File: src/rtl/i2c_trb_pkg.sv
// Shared constants, codes and types for the I2C target register bank.
package i2c_trb_pkg;

    localparam int BANK_SIZE_DEF = 256;

    localparam int OP_W   = 3;
    localparam int BYTE_W = 8;
    localparam int ST_W   = 3;
    // pointer (8 bits) plus offset, with headroom for a sign bit
    localparam int SUM_W  = 10;

    localparam logic [OP_W-1:0] OP_ADDR_WR  = 3'd0;
    localparam logic [OP_W-1:0] OP_ADDR_RD  = 3'd1;
    localparam logic [OP_W-1:0] OP_BYTE_RX  = 3'd2;
    localparam logic [OP_W-1:0] OP_BYTE_TX  = 3'd3;
    localparam logic [OP_W-1:0] OP_NACK_END = 3'd4;
    localparam logic [OP_W-1:0] OP_BUS_ERR  = 3'd5;

    localparam logic [ST_W-1:0] ST_NONE      = 3'd0;
    localparam logic [ST_W-1:0] ST_COMMIT    = 3'd1;
    localparam logic [ST_W-1:0] ST_REJECT    = 3'd2;
    localparam logic [ST_W-1:0] ST_READ_DONE = 3'd3;
    localparam logic [ST_W-1:0] ST_BUS_ERR   = 3'd4;
    localparam logic [ST_W-1:0] ST_IGNORED   = 3'd5;

    typedef struct packed {
        logic              en;
        logic [BYTE_W-1:0] addr;
        logic [BYTE_W-1:0] data;
    } mem_wr_t;

    typedef struct packed {
        logic              en;
        logic [BYTE_W-1:0] addr;
    } mem_rd_t;

    typedef struct packed {
        logic [BYTE_W-1:0] read_data;
        logic              read_valid;
        logic [ST_W-1:0]   status;
    } result_t;

endpackage

File: src/rtl/i2c_trb_bank.sv
// Register bank memory with per-entry valid bits; unwritten entries read as zero.
module i2c_trb_bank #(
    parameter int BANK_SIZE = i2c_trb_pkg::BANK_SIZE_DEF
) (
    input  logic                     clk,
    input  logic                     rst_n,
    input  i2c_trb_pkg::mem_wr_t     wr,
    input  i2c_trb_pkg::mem_rd_t     rd,
    output logic [i2c_trb_pkg::BYTE_W-1:0] q
);
    import i2c_trb_pkg::*;

    localparam int AW = (BANK_SIZE > 1) ? $clog2(BANK_SIZE) : 1;

    logic [BYTE_W-1:0]    mem_reg [BANK_SIZE];
    logic [BANK_SIZE-1:0] vld_reg;
    logic [BYTE_W-1:0]    mem_q_reg;
    logic                 hit_reg;

    always_ff @(posedge clk or negedge rst_n)
    begin
        if (!rst_n)
        begin
            vld_reg <= '0;
            hit_reg <= 1'b0;
        end
        else
        begin
            if (wr.en)
            begin
                vld_reg[wr.addr[AW-1:0]] <= 1'b1;
            end
            if (rd.en)
            begin
                hit_reg <= vld_reg[rd.addr[AW-1:0]];
            end
        end
    end

    always_ff @(posedge clk)
    begin
        if (wr.en)
        begin
            mem_reg[wr.addr[AW-1:0]] <= wr.data;
        end
        if (rd.en)
        begin
            mem_q_reg <= mem_reg[rd.addr[AW-1:0]];
        end
    end

    assign q = hit_reg ? mem_q_reg : '0;

endmodule

File: config.mk
export PLATFORM = sky130hd
export DESIGN_NAME = i2c_trb_bank
export DESIGN_NICKNAME = d
export VERILOG_FILES = /design/src/rtl/i2c_trb_pkg.sv /design/src/rtl/i2c_trb_bank.sv
export SDC_FILE = /design/constraint.sdc
export NUM_CORES = 2
export LEC_CHECK = 0
export ABC_AREA = 1
export BUFFER_PORTS_ARGS = -buffer_cell sky130_fd_sc_hd__buf_4
export CELL_PAD_IN_SITES_DETAIL_PLACEMENT = 0
export CELL_PAD_IN_SITES_GLOBAL_PLACEMENT = 1
export CORE_ASPECT_RATIO = 0.7
export CORE_UTILIZATION = 52
export DETAILED_ROUTE_END_ITERATION = 6
export PLACE_DENSITY = 0.78
export SLEW_MARGIN = 20
export SYNTH_ARGS = -nofsm -noshare
export SYNTH_HDL_FRONTEND = slang
export SYNTH_SLANG_ARGS = --single-unit
File: constraint.sdc
create_clock -name clk -period 1.81 [get_ports clk]
set_input_delay 0 -clock clk [delete_from_list [all_inputs] [get_ports clk]]
set_output_delay 0 -clock clk [all_outputs]
set_load 0.02 [all_outputs]
# Word level (Yosys, flattened, before mapping)
# Memories as Yosys holds them, arrays and structs flattened. A register that Yosys moved wholly into a read port is not among the register bits.
# Index checks and enable logic that the tools add are counted.
# classes
order_cmp,3
mux,7
bitwise,1
n_reduce_logical,1
# op_table
op,n
256-bit bitwise OR,1
"8-bit by 9-bit < comparator with 1-bit output, second input constant",2
1-bit binary-select mux with 8-bit select,1
1-bit demux with 8-bit select,1
"8-bit by 1-bit greater-or-equal comparator with 1-bit output, second input constant",1
8-bit two-way mux,1
1-bit two-way mux,4
1-bit logical AND,1
# totals
regBits,257
ramBits,2048
in_bits,28
output_inout_bits,8
elab_cells,15
n_memories,1
# mem_list
memory,depth,width,rd,rd_ports_with_merged_regs,wr,line_no,rtl
mem_reg,256,8,1,1,1,i2c_trb_bank.sv:15,logic [BYTE_W-1:0] mem_reg [BANK_SIZE];

# Logic depth before layout (Yosys ltp)
# depth
depth_word,5
depth_mapped,16

# Worst setup path before layout
# Ideal clock, no wire load.
# synth_path
kind,input port to flip-flop
from,input port rd[1] in the netlist's numbering
to,"register mem_q_reg[1], read port of mem_reg (data pin)"
arrival_ns,1.301
path_slack_ns,0.256
stages,13
path_buffers,4
cell_sequence,buf_2 buf_4 buf_2 clkbuf_1 nand3_1 nand3_1 nand3_1 nand3_1 nand3_1 nand3_1 nand2_1 nand2_1 nand2_1
# synth_lines
element,line_no,rtl
from (decl),i2c_trb_bank.sv:8,"input i2c_trb_pkg::mem_rd_t rd,"
to (decl),i2c_trb_bank.sv:17,logic [BYTE_W-1:0] mem_q_reg;

==> reports/qor.csv <==
stage,metric,value,unit
global_route,GRT Total Usage,30.4,%
setup_path,CP Class,reg -> reg,
pwr,Reg power frac,51.9,%
routing,Post-DRT Antenna Nets,0,
routing,DRC Markers,0,
clock_network,CTS HTree Levels,4,
finish,Area Growth Syn to Fin,18.3,%
logic_synthesis,Yosys reg bits,2313,
clock_network,CTS root buf,clkbuf_16,
routing,first drt pass iteration count,6,
pwr,Sw Ratio,23.1,%
clock_network,"CTS clk-pin slew, worst paths",0.06,ns
setup_path,crit-path max cell delay,0.40,ns
sta,RSZ-0062 raised after global routing,true,
floorplan,Initial Util,52.6,%
floorplan,Horiz. Die Dim,508,um
setup_path,family with the most delay on the worst path,simple AND/OR/NAND/NOR gates,
floorplan,Die Ht,356,um
routing,Initial DRC Count,9062,
setup_path,worst path bufs/invs,0,
routing,vias per cell,5.97,
placed_design,routability cong.,0.930,
logic_synthesis,post-synthesis cell area,0.0931,sq mm
pwr,combinational share of power,7.8,%
clock_network,worst-skew pair later-pin latency,0.86,ns
pwr,LEAKAGE,0.0404,uW
placed_design,placed cell areas,0.102,sq mm
clock_network,CTS tree,built,
routing,DR WL/cell,25.5,um
logic_synthesis,count of unique library cells instantiated by Yosys,21,
sta,Final Hold Viols,9,
run_status,failing checks,"hold timing, setup timing",
sta,Pins Over Slew Limit,0,
clock_network,CTS sink cnt,2313,
global_route,Overflow after GRT,0,
pwr,Power Dens Cells,1030,mW/mm^2
sta,final setup margin,-0.0192,ns
clock_network,total CTS buffers,210,
floorplan,die area,0.181,sq mm
finish,max reg flops,2048,
run,max-cap violation count,0,
run_status,status,"finished, violations left",
pwr,Clk pwr share,40.3,%
pwr,internal power component,87300,uW
logic_synthesis,post-synthesis async set-or-reset flop share,11.1,%
placed_design,port bufs,35,
finish,final instance area,0.110,sq mm
global_route,pin count of the biggest net entering global routing,79,
sta,setup TNS,-0.0192,ns
sta,Peak Freq,547,MHz
sta,setup violators final,1,
logic_synthesis,Avg Inst Size Synth,12.0,sq um
placed_design,Setup WS pre-CTS,-0.806,ns
logic_synthesis,"Seq/Total Area, Yosys",73.2,%
setup_path,Critical Path Most Common Cell,nand2_1,
logic_synthesis,Synth warnings,0,
global_route,vias in the first global route,60700,
sta,worst slew pin tran,0.742,ns
setup_path,"Arr. time, crit path",2.43,ns
floorplan,Top-Level Pins,36,
logic_synthesis,number of nets produced by synthesis,7778,
finish,"Net count, final",8299,
sta,post-layout min period,1.83,ns
setup_path,crit path cell chain,o21ai_2 > o22ai_2 > nand2_2 > nand3_1 > nand3_2 > nand3_4 > nand3_2 > nand2_1 > nand2_1 > nand2_1,
routing,via count,64700,
routing,Routed WL,276000,um
sta,period utilization,101,%
global_route,initial antenna violation count,8,
setup_path,crit start category,flop,
pwr,Max rail drop VDD,0.000933,V
logic_synthesis,"Top FF cell, synth",edfxtp_1,
global_route,first-pass GRT wire length,405000,um
floorplan,num rows,129,
min_path,hold crit path type,in -> reg,
setup_path,slowest stage cell on the critical path,edfxtp_1,
setup_path,CP Capture Type,flop,
setup_path,peak fanout along the critical path,1,
logic_synthesis,Post-synth EDFFs,2056,
placed_design,HPWL Detailed,173000,um
sta,clk_skew,0.0481,ns
sta,Hold Slack,-0.346,ns
sta,slew margin rel.,50.5,%
logic_synthesis,post-synthesis cell count,7750,
pwr,Sw Pwr,26300,uW
clock_network,Clock Tree Buf Depth,3,
setup_path,CP required,2.41,ns
finish,share of cells above drive strength 1,18.8,%
clock_network,Post-CTS Hold Fix Bufs,24,
finish,final core occ,62.2,%
finish,fill count,13600,
floorplan,core area,0.177,sq mm
## layer usage
layer	global-route usage [%]	wire, um	share of wire [%]	up-vias
li1	-	-	-	28800
met1	46.6	118000	43	32000
met2	43.8	120000	43	3437
met5	0	14	0.0051	-
met3	6.62	31100	11	387
met4	8.26	6660	2.4	2
## power by group through the flow
stage	combinational (uW)	sequential [uW]	clock (uW)
2_1_floorplan	4120	60000	0
3_5_place_dp	8360	60100	0
3_3_place_gp	8270	60100	0
4_1_cts	8600	59000	46100
6_report	8910	59000	45800
5_1_grt	9520	59000	48100
## synthesized netlist by cell type (2+ instances only)
cell / number / share of area [%]
a21oi_1: 32 / 0.17
buf_1: 59 / 0.24
buf_2: 202 / 1.1
buf_4: 37 / 0.30
buf_6: 21 / 0.25
buf_8: 2 / 0.032
clkbuf_1: 216 / 0.87
clkinv_1: 3 / 0.012
dfrtp_1: 257 / 6.9
edfxtp_1: 2056 / 66
inv_1: 72 / 0.29
inv_2: 5 / 0.020
nand2_1: 1269 / 5.1
nand3_1: 1186 / 6.4
nor2_1: 987 / 4.0
o21ai_0: 735 / 3.9
o22ai_1: 352 / 2.4
or2_2: 256 / 1.7
## what timing repair did
action                      CTS  global route
buffers inserted              0             0
resized for setup           121           246
pin swaps                    11            43
setup endpoints to repair    17             9
hold endpoints to repair   2558             9
## cell families after synthesis
kind of cell | count (synthesis) | share of synthesized area [%]
AO/OA/AOI/OAI | 1120 | 6.49
buffers and inverters | 619 | 3.13
AND/OR/NAND/NOR | 3698 | 17.2
flip-flops | 2313 | 73.2
## layout make-up
class	count	area [sq um]	area share [%]
antenna	9	22.5	0.0204
clock buffer	288	5770	5.23
clock inverter	110	1260	1.15
inverter	80	328	0.297
multi-input combinational	4818	23200	21.0
sequential	2313	68200	61.9
tap	2358	2950	2.68
timing repair buffer	848	8520	7.73
## layout by cell type (no fill, tap or decap), types with 5 or more instances in the layout
cell,instances
edfxtp_1,2056
nand2_1,1251
nand3_1,1040
nor2_1,985
buf_4,648
o21ai_0,600
o22ai_1,345
or2_2,256
dfrtp_1,256
clkbuf_16,211
buf_12,157
o21ai_1,121
nand3_2,117
inv_1,72
clkbuf_1,57
clkinv_2,35
clkinv_1,34
a21oi_1,31
nand3_4,29
bufinv_16,23
dlygate4sd3_1,23
clkbuf_8,20
o21ai_2,15
buf_8,12
nand2_2,11
diode_2,9
nand2_4,7
o22ai_2,7
buf_6,7
clkinvlp_4,6
inv_6,5
clkinv_8,5
## path summary, 6_finish.rpt
check | start | depth (start not counted) | endpoint | slack, ns
max in group asynchronous | rst_n | 6 | vld_reg[142] | 0.78
hold / removal | rd[7] | 4 | hit_reg | -0.35
setup / recovery | mem_reg[177][7] | 10 | mem_q_reg[7] | -0.02
min in group asynchronous | rst_n | 4 | vld_reg[82] | 0.30
setup reg to reg | mem_reg[177][7] | 10 | mem_q_reg[7] | -0.02
hold reg to reg | vld_reg[196] | 1 | vld_reg[196] | 0.46
## worst reg2reg max path: cells and delay by family, from the launching register on
kind / cells / cell delay (ns)
AO/OA/AOI/OAI: 2 / 0.31
flip-flops: 1 / 0.40
AND/OR/NAND/NOR: 8 / 0.90
## through the flow
stage | std cells | power, uW | hold slack [ns]
floorplan | 7750 | 64100 | -0.296
global placement | 10400 | 68300 | -0.0668
detailed placement | 10400 | 68500 | -0.0776
CTS | 10800 | 114000 | -0.403
global route | 10800 | 117000 | -0.369
finish | 10800 | 114000 | -0.346
Power figures use the tool's default switching activity.
