--- src/rtl/i2c_trb_pkg.sv ---
// Shared constants, codes and types for the I2C target register bank.
package i2c_trb_pkg;

    localparam int BANK_SIZE_DEF = 256;

    localparam int OP_W   = 3;
    localparam int BYTE_W = 8;
    localparam int ST_W   = 3;
    // pointer (8 bits) plus offset, with headroom for a sign bit
    localparam int SUM_W  = 10;

    localparam logic [OP_W-1:0] OP_ADDR_WR  = 3'd0;
    localparam logic [OP_W-1:0] OP_ADDR_RD  = 3'd1;
    localparam logic [OP_W-1:0] OP_BYTE_RX  = 3'd2;
    localparam logic [OP_W-1:0] OP_BYTE_TX  = 3'd3;
    localparam logic [OP_W-1:0] OP_NACK_END = 3'd4;
    localparam logic [OP_W-1:0] OP_BUS_ERR  = 3'd5;

    localparam logic [ST_W-1:0] ST_NONE      = 3'd0;
    localparam logic [ST_W-1:0] ST_COMMIT    = 3'd1;
    localparam logic [ST_W-1:0] ST_REJECT    = 3'd2;
    localparam logic [ST_W-1:0] ST_READ_DONE = 3'd3;
    localparam logic [ST_W-1:0] ST_BUS_ERR   = 3'd4;
    localparam logic [ST_W-1:0] ST_IGNORED   = 3'd5;

    typedef struct packed {
        logic              en;
        logic [BYTE_W-1:0] addr;
        logic [BYTE_W-1:0] data;
    } mem_wr_t;

    typedef struct packed {
        logic              en;
        logic [BYTE_W-1:0] addr;
    } mem_rd_t;

    typedef struct packed {
        logic [BYTE_W-1:0] read_data;
        logic              read_valid;
        logic [ST_W-1:0]   status;
    } result_t;

endpackage

--- src/rtl/i2c_trb_in_if.sv ---
// Input channel: one bus event per item.
interface i2c_trb_in_if;
    import i2c_trb_pkg::*;

    logic              valid;
    logic              ready;
    logic [OP_W-1:0]   operation;
    logic [BYTE_W-1:0] data;

    modport source (output valid, output operation, output data, input ready);
    modport sink   (input valid, input operation, input data, output ready);
endinterface

--- src/rtl/i2c_trb_out_if.sv ---
// Output channel: one result per item.
interface i2c_trb_out_if;
    import i2c_trb_pkg::*;

    logic              valid;
    logic              ready;
    logic [BYTE_W-1:0] read_data;
    logic              read_valid;
    logic [ST_W-1:0]   status;

    modport source (output valid, output read_data, output read_valid, output status,
                    input ready);
    modport sink   (input valid, input read_data, input read_valid, input status,
                    output ready);
endinterface

--- src/rtl/i2c_trb_ctrl.sv ---
// Sequencer with one shared adder: pointer wrap, range check and commit copy.
module i2c_trb_ctrl #(
    parameter int BANK_SIZE = i2c_trb_pkg::BANK_SIZE_DEF
) (
    input  logic                     clk,
    input  logic                     rst_n,
    i2c_trb_in_if.sink               req,
    i2c_trb_out_if.source            rsp,
    output i2c_trb_pkg::mem_wr_t     bank_wr,
    output i2c_trb_pkg::mem_rd_t     bank_rd,
    input  logic [i2c_trb_pkg::BYTE_W-1:0] bank_q,
    output i2c_trb_pkg::mem_wr_t     pend_wr,
    output i2c_trb_pkg::mem_rd_t     pend_rd,
    input  logic [i2c_trb_pkg::BYTE_W-1:0] pend_q
);
    import i2c_trb_pkg::*;

    localparam int AW = (BANK_SIZE > 1) ? $clog2(BANK_SIZE) : 1;
    localparam int CW = $clog2(BANK_SIZE + 1);
    localparam logic [SUM_W-1:0] NEG_BS = SUM_W'(-BANK_SIZE);

    localparam logic [2:0] S_IDLE = 3'd0;
    localparam logic [2:0] S_MOD  = 3'd1;
    localparam logic [2:0] S_RDW  = 3'd2;
    localparam logic [2:0] S_CHK  = 3'd3;
    localparam logic [2:0] S_COPY = 3'd4;
    localparam logic [2:0] S_EMIT = 3'd5;

    logic [2:0]        state_reg, state_next;
    logic              writes_reg, writes_next;
    logic [BYTE_W-1:0] ptr_reg, ptr_next;
    logic [CW-1:0]     cnt_reg, cnt_next;
    logic [CW-1:0]     sent_reg, sent_next;
    logic [AW-1:0]     base_mod_reg, base_mod_next;
    logic              load_base_reg, load_base_next;
    logic              out_valid_reg, out_valid_next;
    logic              cp_wr_reg, cp_wr_next;
    logic [SUM_W-1:0]  acc_reg, acc_next;
    logic [AW-1:0]     idx_reg, idx_next;
    logic [AW-1:0]     last_reg, last_next;
    logic [BYTE_W-1:0] cp_addr_reg, cp_addr_next;
    result_t           res_reg, res_next;
    result_t           out_reg, out_next;

    logic [SUM_W-1:0]  alu_a, alu_b, alu_sum;
    logic [CW-1:0]     cnt_inc, sent_inc;

    assign alu_sum  = alu_a + alu_b;
    assign cnt_inc  = cnt_reg + 1'b1;
    assign sent_inc = sent_reg + 1'b1;

    assign req.ready      = (state_reg == S_IDLE);
    assign rsp.valid      = out_valid_reg;
    assign rsp.read_data  = out_reg.read_data;
    assign rsp.read_valid = out_reg.read_valid;
    assign rsp.status     = out_reg.status;

    // copy writes come in the cycle after their buffer read
    assign bank_wr.en   = cp_wr_reg;
    assign bank_wr.addr = cp_addr_reg;
    assign bank_wr.data = pend_q;

    always_comb
    begin
        state_next     = state_reg;
        writes_next    = writes_reg;
        ptr_next       = ptr_reg;
        cnt_next       = cnt_reg;
        sent_next      = sent_reg;
        base_mod_next  = base_mod_reg;
        load_base_next = load_base_reg;
        acc_next       = acc_reg;
        idx_next       = idx_reg;
        last_next      = last_reg;
        cp_addr_next   = cp_addr_reg;
        cp_wr_next     = 1'b0;
        res_next       = res_reg;
        out_next       = out_reg;
        out_valid_next = out_valid_reg && !rsp.ready;
        bank_rd        = '0;
        pend_wr        = '0;
        pend_rd        = '0;
        alu_a          = '0;
        alu_b          = '0;

        unique case (state_reg)
            S_IDLE:
            begin
                alu_a = SUM_W'(base_mod_reg);
                alu_b = SUM_W'(sent_inc);
                if (req.valid)
                begin
                    res_next   = '0;
                    state_next = S_EMIT;
                    unique case (req.operation)
                        OP_ADDR_WR:
                        begin
                            writes_next = 1'b1;
                            ptr_next    = '0;
                            cnt_next    = '0;
                        end
                        OP_ADDR_RD:
                        begin
                            writes_next    = 1'b0;
                            ptr_next       = '0;
                            sent_next      = '0;
                            acc_next       = SUM_W'(ptr_reg);
                            load_base_next = 1'b1;
                            state_next     = S_MOD;
                        end
                        OP_BYTE_RX:
                        begin
                            if (!writes_reg || cnt_reg >= CW'(BANK_SIZE))
                            begin
                                res_next.status = ST_IGNORED;
                            end
                            else
                            begin
                                // first byte is the pointer, kept in its own register
                                if (cnt_reg == '0)
                                begin
                                    ptr_next = req.data;
                                end
                                else
                                begin
                                    pend_wr.en   = 1'b1;
                                    pend_wr.addr = BYTE_W'(cnt_reg);
                                    pend_wr.data = req.data;
                                end
                                cnt_next = cnt_inc;
                                if (cnt_inc == CW'(BANK_SIZE))
                                begin
                                    state_next = S_CHK;
                                end
                            end
                        end
                        OP_BYTE_TX:
                        begin
                            if (writes_reg)
                            begin
                                res_next.status = ST_IGNORED;
                            end
                            else if (sent_inc < CW'(BANK_SIZE))
                            begin
                                sent_next      = sent_inc;
                                acc_next       = alu_sum;
                                load_base_next = 1'b0;
                                state_next     = S_MOD;
                            end
                            else
                            begin
                                sent_next       = '0;
                                res_next.status = ST_READ_DONE;
                            end
                        end
                        OP_NACK_END:
                        begin
                            if (writes_reg)
                            begin
                                state_next = S_CHK;
                            end
                            else
                            begin
                                sent_next       = '0;
                                res_next.status = ST_READ_DONE;
                            end
                        end
                        OP_BUS_ERR:
                        begin
                            ptr_next        = '0;
                            cnt_next        = '0;
                            res_next.status = ST_BUS_ERR;
                        end
                        default:
                        begin
                            res_next.status = ST_NONE;
                        end
                    endcase
                end
            end
            S_MOD:
            begin
                // subtract the bank size until the address is in range
                alu_a = acc_reg;
                alu_b = NEG_BS;
                if (!alu_sum[SUM_W-1])
                begin
                    acc_next = alu_sum;
                end
                else
                begin
                    bank_rd.en   = 1'b1;
                    bank_rd.addr = BYTE_W'(acc_reg);
                    if (load_base_reg)
                    begin
                        base_mod_next = AW'(acc_reg);
                    end
                    state_next = S_RDW;
                end
            end
            S_RDW:
            begin
                res_next.read_data  = bank_q;
                res_next.read_valid = 1'b1;
                res_next.status     = ST_NONE;
                state_next          = S_EMIT;
            end
            S_CHK:
            begin
                // last target address = pointer + data bytes - 1
                alu_a           = SUM_W'(ptr_reg);
                alu_b           = SUM_W'(cnt_reg) - SUM_W'(2);
                cnt_next        = '0;
                res_next.status = ST_COMMIT;
                state_next      = S_EMIT;
                if (cnt_reg <= CW'(1))
                begin
                    if (cnt_reg == '0)
                    begin
                        ptr_next = '0;
                    end
                end
                else if (alu_sum >= SUM_W'(BANK_SIZE))
                begin
                    res_next.status = ST_REJECT;
                end
                else
                begin
                    idx_next   = '0;
                    last_next  = AW'(cnt_reg - CW'(2));
                    state_next = S_COPY;
                end
            end
            S_COPY:
            begin
                alu_a        = SUM_W'(ptr_reg);
                alu_b        = SUM_W'(idx_reg);
                pend_rd.en   = 1'b1;
                pend_rd.addr = BYTE_W'(idx_reg) + BYTE_W'(1);
                cp_addr_next = BYTE_W'(alu_sum);
                cp_wr_next   = 1'b1;
                if (idx_reg == last_reg)
                begin
                    state_next = S_EMIT;
                end
                else
                begin
                    idx_next = idx_reg + 1'b1;
                end
            end
            S_EMIT:
            begin
                if (!out_valid_reg || rsp.ready)
                begin
                    out_next       = res_reg;
                    out_valid_next = 1'b1;
                    state_next     = S_IDLE;
                end
            end
            default:
            begin
                state_next = S_IDLE;
            end
        endcase
    end

    always_ff @(posedge clk or negedge rst_n)
    begin
        if (!rst_n)
        begin
            state_reg     <= S_IDLE;
            writes_reg    <= 1'b0;
            ptr_reg       <= '0;
            cnt_reg       <= '0;
            sent_reg      <= '0;
            base_mod_reg  <= '0;
            load_base_reg <= 1'b0;
            out_valid_reg <= 1'b0;
            cp_wr_reg     <= 1'b0;
        end
        else
        begin
            state_reg     <= state_next;
            writes_reg    <= writes_next;
            ptr_reg       <= ptr_next;
            cnt_reg       <= cnt_next;
            sent_reg      <= sent_next;
            base_mod_reg  <= base_mod_next;
            load_base_reg <= load_base_next;
            out_valid_reg <= out_valid_next;
            cp_wr_reg     <= cp_wr_next;
        end
    end

    always_ff @(posedge clk)
    begin
        acc_reg     <= acc_next;
        idx_reg     <= idx_next;
        last_reg    <= last_next;
        cp_addr_reg <= cp_addr_next;
        res_reg     <= res_next;
        out_reg     <= out_next;
    end

endmodule

--- src/flat_wrapper.sv ---
// flat-port wrapper written by rule: the top's interface ports become plain ports
module i2c_trb_ctrl_flat import i2c_trb_pkg::*;
#(
    parameter int BANK_SIZE = i2c_trb_pkg::BANK_SIZE_DEF
)
  (clk, rst_n, bank_wr, bank_rd, bank_q, pend_wr, pend_rd, pend_q, req_valid, req_operation, req_data, req_ready, rsp_valid, rsp_read_data, rsp_read_valid, rsp_status, rsp_ready);
  i2c_trb_in_if req_i ();
  i2c_trb_out_if rsp_i ();
  input  logic clk;
  input  logic rst_n;
  output i2c_trb_pkg::mem_wr_t bank_wr;
  output i2c_trb_pkg::mem_rd_t bank_rd;
  input  logic [i2c_trb_pkg::BYTE_W-1:0] bank_q;
  output i2c_trb_pkg::mem_wr_t pend_wr;
  output i2c_trb_pkg::mem_rd_t pend_rd;
  input  logic [i2c_trb_pkg::BYTE_W-1:0] pend_q;
  input wire logic [$bits(req_i.valid)-1:0] req_valid;
  input wire logic [$bits(req_i.operation)-1:0] req_operation;
  input wire logic [$bits(req_i.data)-1:0] req_data;
  output wire logic [$bits(req_i.ready)-1:0] req_ready;
  output wire logic [$bits(rsp_i.valid)-1:0] rsp_valid;
  output wire logic [$bits(rsp_i.read_data)-1:0] rsp_read_data;
  output wire logic [$bits(rsp_i.read_valid)-1:0] rsp_read_valid;
  output wire logic [$bits(rsp_i.status)-1:0] rsp_status;
  input wire logic [$bits(rsp_i.ready)-1:0] rsp_ready;
  assign req_i.valid = req_valid;
  assign req_i.operation = req_operation;
  assign req_i.data = req_data;
  assign req_ready = req_i.ready;
  assign rsp_valid = rsp_i.valid;
  assign rsp_read_data = rsp_i.read_data;
  assign rsp_read_valid = rsp_i.read_valid;
  assign rsp_status = rsp_i.status;
  assign rsp_i.ready = rsp_ready;
  i2c_trb_ctrl #(.BANK_SIZE(BANK_SIZE)) u_core (.clk(clk), .rst_n(rst_n), .req(req_i), .rsp(rsp_i), .bank_wr(bank_wr), .bank_rd(bank_rd), .bank_q(bank_q), .pend_wr(pend_wr), .pend_rd(pend_rd), .pend_q(pend_q));
endmodule
--- config.mk ---
export PLATFORM = sky130hd
export DESIGN_NAME = i2c_trb_ctrl_flat
export DESIGN_NICKNAME = d
export VERILOG_FILES = /design/src/rtl/i2c_trb_pkg.sv /design/src/rtl/i2c_trb_in_if.sv /design/src/rtl/i2c_trb_out_if.sv /design/src/rtl/i2c_trb_ctrl.sv /design/src/flat_wrapper.sv
export SDC_FILE = /design/constraint.sdc
export NUM_CORES = 1
export LEC_CHECK = 0
export BUFFER_PORTS_ARGS = -buffer_cell sky130_fd_sc_hd__buf_2
export CORE_MARGIN = 3
export CORE_UTILIZATION = 45
export CTS_CLUSTER_SIZE = 25
export DETAILED_ROUTE_END_ITERATION = 7
export PLACE_DENSITY = 0.69
export SLEW_MARGIN = 5
export SYNTH_ARGS = -nofsm -noshare
export SYNTH_HDL_FRONTEND = slang
export SYNTH_SLANG_ARGS = --single-unit
export TNS_END_PERCENT = 10
--- constraint.sdc ---
create_clock -name clk -period 4.3 [get_ports clk]
set_input_delay 0.43 -clock clk [delete_from_list [all_inputs] [get_ports clk]]
set_output_delay 0.43 -clock clk [all_outputs]
set_load 0.03 [all_outputs]
# Yosys cells after proc, flatten, opt, wreduce, memory -nomap -nowiden
# Cells that the tools add are included.
# W data, S select, Z words.
[op_classes] addsub=6 order_cmp=4 eq_ne=32 n_mux=65 n_bitwise=2 reduce_logical=33
[op_table] cell="$mux W17" count=5
[op_table] cell="$mux W9" count=8
[op_table] cell="$mux W8" count=8
[op_table] cell="$pmux W9 S2" count=3
[op_table] cell="$pmux W8 S2" count=3
[op_table] cell="$mux W10" count=4
[op_table] cell="$pmux W10 S2" count=2
[op_table] cell="$pmux W10 S4" count=1
[op_table] cell="$mux W3" count=12
[op_table] cell="$pmux W10 S3" count=1
[op_table] cell="$pmux W9 S3" count=1
[op_table] cell="$pmux W3 S4" count=2
[op_table] cell="$add A9 B1 Y9 const B" count=2
[op_table] cell="$pmux W3 S6" count=1
[op_table] cell="$ne A2 B2 Y1 const B" count=7
[op_table] cell="$eq A3 B2 Y1 const B" count=4
[op_table] cell="$eq A3 B3 Y1 const B" count=4
[op_table] cell="$mux W12" count=1
[op_table] cell="$ne A2 B1 Y1 const B" count=6
[op_table] cell="$ne A3 B2 Y1 const B" count=4
[op_table] cell="$reduce_and A4 Y1" count=3
[op_table] cell="$reduce_bool A2 Y1" count=6
[op_table] cell="$add A10 B10 Y10" count=1
[op_table] cell="$ge A10 B9 Y1 const B" count=1
[op_table] cell="other kinds (29)" count=52
[totals] reg_bits=99 inputBits=31 output_inout_bits=66 wordCells=161

# Depth between registers and ports, before layout
[logic_depth] ltp_word=9 ltp_mapped=17 ltp_nobuf=15

# Least setup slack after synthesis
# Ideal clock, no wire load.
[synth_timing] kind="reg-to-reg" from="register u_core.state_reg[0]" to="register u_core.idx_reg[0], enable pin" setup_time_ns=0.387 arrival_ns=3.867 t_required_ns=3.913 path_slack_ns=0.046 stages_incl_launch_ff=16 n_path_buf=2 period_less_slack_ns=4.254 path_cell_list="dfrtp_1 > buf_6 > nor2_1 > nand2_1 > inv_1 > clkbuf_1 > nand2_1 > o21ai_0 > ha_1 > a21o_1 > a31oi_1 > a21boi_1 > a221o_1 > xnor2_1 > nand2_1 > o31ai_1"
[synth_between] elab_chain_len=7 word_cells_on_any_way=14 cone_classes="1 x add/sub; 1 x order compare; 6 x eq/ne; 2 x mux; 4 x reduce/logical"
[synth_lines] item="start: declaration" line_no="i2c_trb_ctrl.sv:29" source="logic [2:0] state_reg, state_next;"
[synth_lines] item="start signal: assignment" line_no="i2c_trb_ctrl.sv:283" source="state_reg <= state_next;"
[synth_lines] item="$eq A3 B2 Y1 / $eq A3 B3 Y1 (equally long branches)" line_no="i2c_trb_ctrl.sv:86" source="unique case (state_reg)"
[synth_lines] item="$reduce_or A2 Y1 (no line)"
[synth_lines] item="$pmux W10 S3" line_no="i2c_trb_ctrl.sv:86"
[synth_lines] item="$add A10 B10 Y10" line_no="i2c_trb_ctrl.sv:48" source="assign alu_sum = alu_a + alu_b;"
[synth_lines] item="$ge A10 B9 Y1" line_no="i2c_trb_ctrl.sv:223" source="else if (alu_sum >= SUM_W'(BANK_SIZE))"
[synth_lines] item="$ne A2 B2 Y1 (no line)"
[synth_lines] item="$reduce_and A4 Y1 (no line) (*)"
[synth_lines] item="end signal: assignment" line_no="i2c_trb_ctrl.sv:298" source="idx_reg <= idx_next;"
[synth_lines] item="end: declaration" line_no="i2c_trb_ctrl.sv:39" source="logic [AW-1:0] idx_reg, idx_next;"
# Mark *: on every way between the ends. The rest lies on a longest branch, timed or not.
# A chain may end at the register's enable or synchronous reset.

==> reports/metrics.yaml <==
global_routing:
  grt_pass1_vias: 4321
  gr-total-overflow: 0
  groute.usage.overall_pct: 20.8
  grt_pass1_wl_um: 23200
  grt_max_degree: 41
  antenna_found_initial: 0
routing:
  wire_per_inst_um: 17.9
  vias: 4621
  wl_um: 14700
  drtPass1Iterations: 5
  drt_iter0_drc: 395
  via_per_inst: 5.62
  drc: 0
  antenna_left: 0
floorplanning:
  die_area_um2: 14100
  start_util_pct: 46.8
  core_um2: 12300
  die_y_um: 119
  row_count: 40
  fp.dieW_um: 119
  ios: 97
clock_tree:
  cts_tree: "built"
  holdBufCountCts: 0
  htree_levels: 3
  cts-root-buf: "clkbuf_16"
  clk_latency_ns: 0.35
  cts_buffers: 9
  cts.sinks: 98
  clk_pin_slew_worst_paths_ns: 0.07
  clockBufferDepth: 2
sta:
  worst_pin_slew_ns: 1.10
  skew_ns: 0.00973
  hold_viol: 0
  period_needed_ns: 4.16
  fin_tns_setup_ns: 0
  slew_violations: 0
  max_freq_ghz: 0.241
  layout_setup_ws_ns: 0.142
  final.period_utilization_pct: 96.7
  relSlewSlack_pct: 26.1
  setup_viol: 0
  hold_ws_ns: 0.204
yosys:
  synth_nets: 612
  netlist_instances: 563
  synth_cell_types: 64
  synth_area_um2: 5740
  ys_seq_elements: 98
  async_flop_share_pct: 40.8
  yosysSeqAreaShare_pct: 47.8
  synth-edff-count: 58
  synthFlopType: "edfxtp_1"
  yosys_warnings: 0
  synth.avg_cell_area_um2: 10.2
cells_and_area:
  nFillCells: 1089
  multi_input_area_um2: 2780
  n_antenna_cell: 0
  layout-drive-gt1-share_pct: 27.4
  syn_to_final_growth_pct: 17.6
  regArea_um2: 2750
  layout.nets: 698
  largest_reg_flops: 12
power_and_ir_drop:
  finalPower_w: 0.00454
  power.density_nw_per_um2: 673
  p_leak_nw: 2.90
  ir_drop_mv: 0.295
placement:
  io_buffers: 80
  place_ws_ns: 0.0584
  place_hpwl_um: 10900
  gp_congestion: 1.00
hold_path:
  min-delay-path-class: "input port to asynchronous set/reset pin"
setup_path:
  crit_arrival_ns: 3.73
  crit_fanout: 6
  crit_path_end_kind: "output port"
  crit_type: "register to output port"
  worstPathRequired_ns: 3.87
  start_kind: "register"
run:
  max_cap_viol_count: 0
run_status:
  outcome: "finished, final reports clean"
## what timing repair did
item	in CTS	in global routing
cloned	0	1
gates resized for setup	7	23
setup endpoints to repair	9	9
setup buffers	0	11
pin swaps	1	4
## routing by layer
metal | routed length [um] | up-vias | GRT usage, %
met5 | 0 | - | 0
met2 | 6320 | 205 | 30.1
met1 | 6760 | 2191 | 30.3
li1 | - | 2194 | -
met4 | 386 | 0 | 7.97
met3 | 1220 | 31 | 4.56
## Yosys cell counts (2+ instances only)
cell / n / area share, %
o21a_1: 4 / 0.52
nand3_1: 15 / 1.3
mux2i_1: 9 / 1.6
and3_1: 17 / 1.9
mux2_2: 8 / 1.6
and2_1: 23 / 2.5
or2_1: 2 / 0.22
o22ai_1: 4 / 0.44
buf_2: 4 / 0.35
nor4_1: 5 / 0.55
xnor2_1: 20 / 3.1
ha_1: 17 / 3.7
nor2b_1: 11 / 1.2
edfxtp_1: 58 / 30
nand2_2: 2 / 0.22
a22oi_1: 3 / 0.39
clkbuf_1: 18 / 1.2
dfrtp_1: 40 / 17
a22o_1: 10 / 1.5
buf_6: 5 / 0.98
xor2_1: 13 / 2.0
o31ai_1: 8 / 1.0
nor2_1: 60 / 3.9
mux2_4: 8 / 2.1
a21o_1: 7 / 0.92
a221o_1: 3 / 0.52
inv_1: 12 / 0.78
a31oi_1: 2 / 0.22
or3b_1: 2 / 0.31
a21oi_1: 26 / 2.3
nand2_1: 38 / 2.5
or3_1: 2 / 0.22
nor3_1: 12 / 1.0
o21ai_1: 3 / 0.26
o21ai_2: 2 / 0.31
nand2b_1: 9 / 0.98
nand4_1: 3 / 0.33
buf_4: 11 / 1.4
o21ai_0: 38 / 3.3
nand3b_1: 2 / 0.26
or2_2: 2 / 0.22
a31o_2: 2 / 0.31
o41ai_1: 2 / 0.31
## cell families after synthesis
group                    count (synthesis)  share of synthesized area, %
flip-flops                              98                          47.8
AND/OR/NAND/NOR                        213                          18.8
buffers and inverters                   52                          5.01
AO/OA/AOI/OAI                          124                          14.0
adder cells (fa/ha/maj)                 18                          4.05
XOR/XNOR                                33                          5.04
multiplexers                            25                          5.23
## power breakdown
| group | leakage, nW | switching (W) | internal (W) |
|---|---|---|---|
| clock | 0.133 | 0.000361 | 0.000412 |
| combinational | 1.69 | 0.00129 | 0.000809 |
| sequential | 1.08 | 0.000290 | 0.00137 |
| total | 2.90 | 0.00194 | 0.00259 |
## final timing paths
check | startpoint | end | slack, ns | cells past startpoint
hold / removal | rst_n | u_core.base_mod_reg[5] | 0.20 | 1
min in group clk | req_data[6] | u_core.ptr_reg[6] | 0.31 | 2
hold reg to reg | u_core.res_reg[6] | u_core.rsp.read_data[2] | 0.42 | 0
setup / recovery | u_core.cnt_reg[1] | bank_rd[0] | 0.14 | 14
setup reg to reg | u_core.state_reg[2] | u_core.idx_reg[0] | 0.34 | 17
max in group asynchronous | rst_n | u_core.cnt_reg[1] | 3.41 | 1
## layout by cell type (no fill, tap or decap), types with 12 or more instances in the layout
master and count:
ha_1 14, a21oi_1 26, o21ai_0 37, xnor2_1 20
buf_4 35, xor2_1 12, and3_1 16, nor2_1 59
nand2_1 37, buf_2 77, edfxtp_1 58, nor3_1 12
and2_1 23, nand3_1 14, dfrtp_1 34
## metrics by stage
step                area (um^2)  utilization [%]  std cells
global route               6750             55.0        822
floorplan                  5740                -        563
CTS                        6590             53.8        810
finish                     6750             55.0        822
detailed placement         6280             51.2        794
global placement           6280             51.2        794
## critical path, cell delays in order, from the launching register on
cell and delay [ns]:
dfrtp_2 0.46, inv_4 0.10, ha_4 0.16, nand2b_4 0.07, nor4_4 0.22, xor2_1 0.13
a221o_1 0.39, ha_4 0.28, a21o_1 0.20, a31o_2 0.21, a221o_1 0.37, xor2_2 0.27
buf_4 0.19, and3_1 0.14, buf_2 0.19
## final cells by class
cell class / count / share of cell area [%]
clock buffer: 11 / 3.60
clock inverter: 5 / 0.556
inverter: 13 / 0.927
multi-input combinational: 413 / 41.2
sequential: 98 / 40.8
tap: 168 / 3.12
timing repair buffer: 113 / 9.72
timing repair inverter: 1 / 0.111
Note: power is estimated with default switching activity, not from simulation.
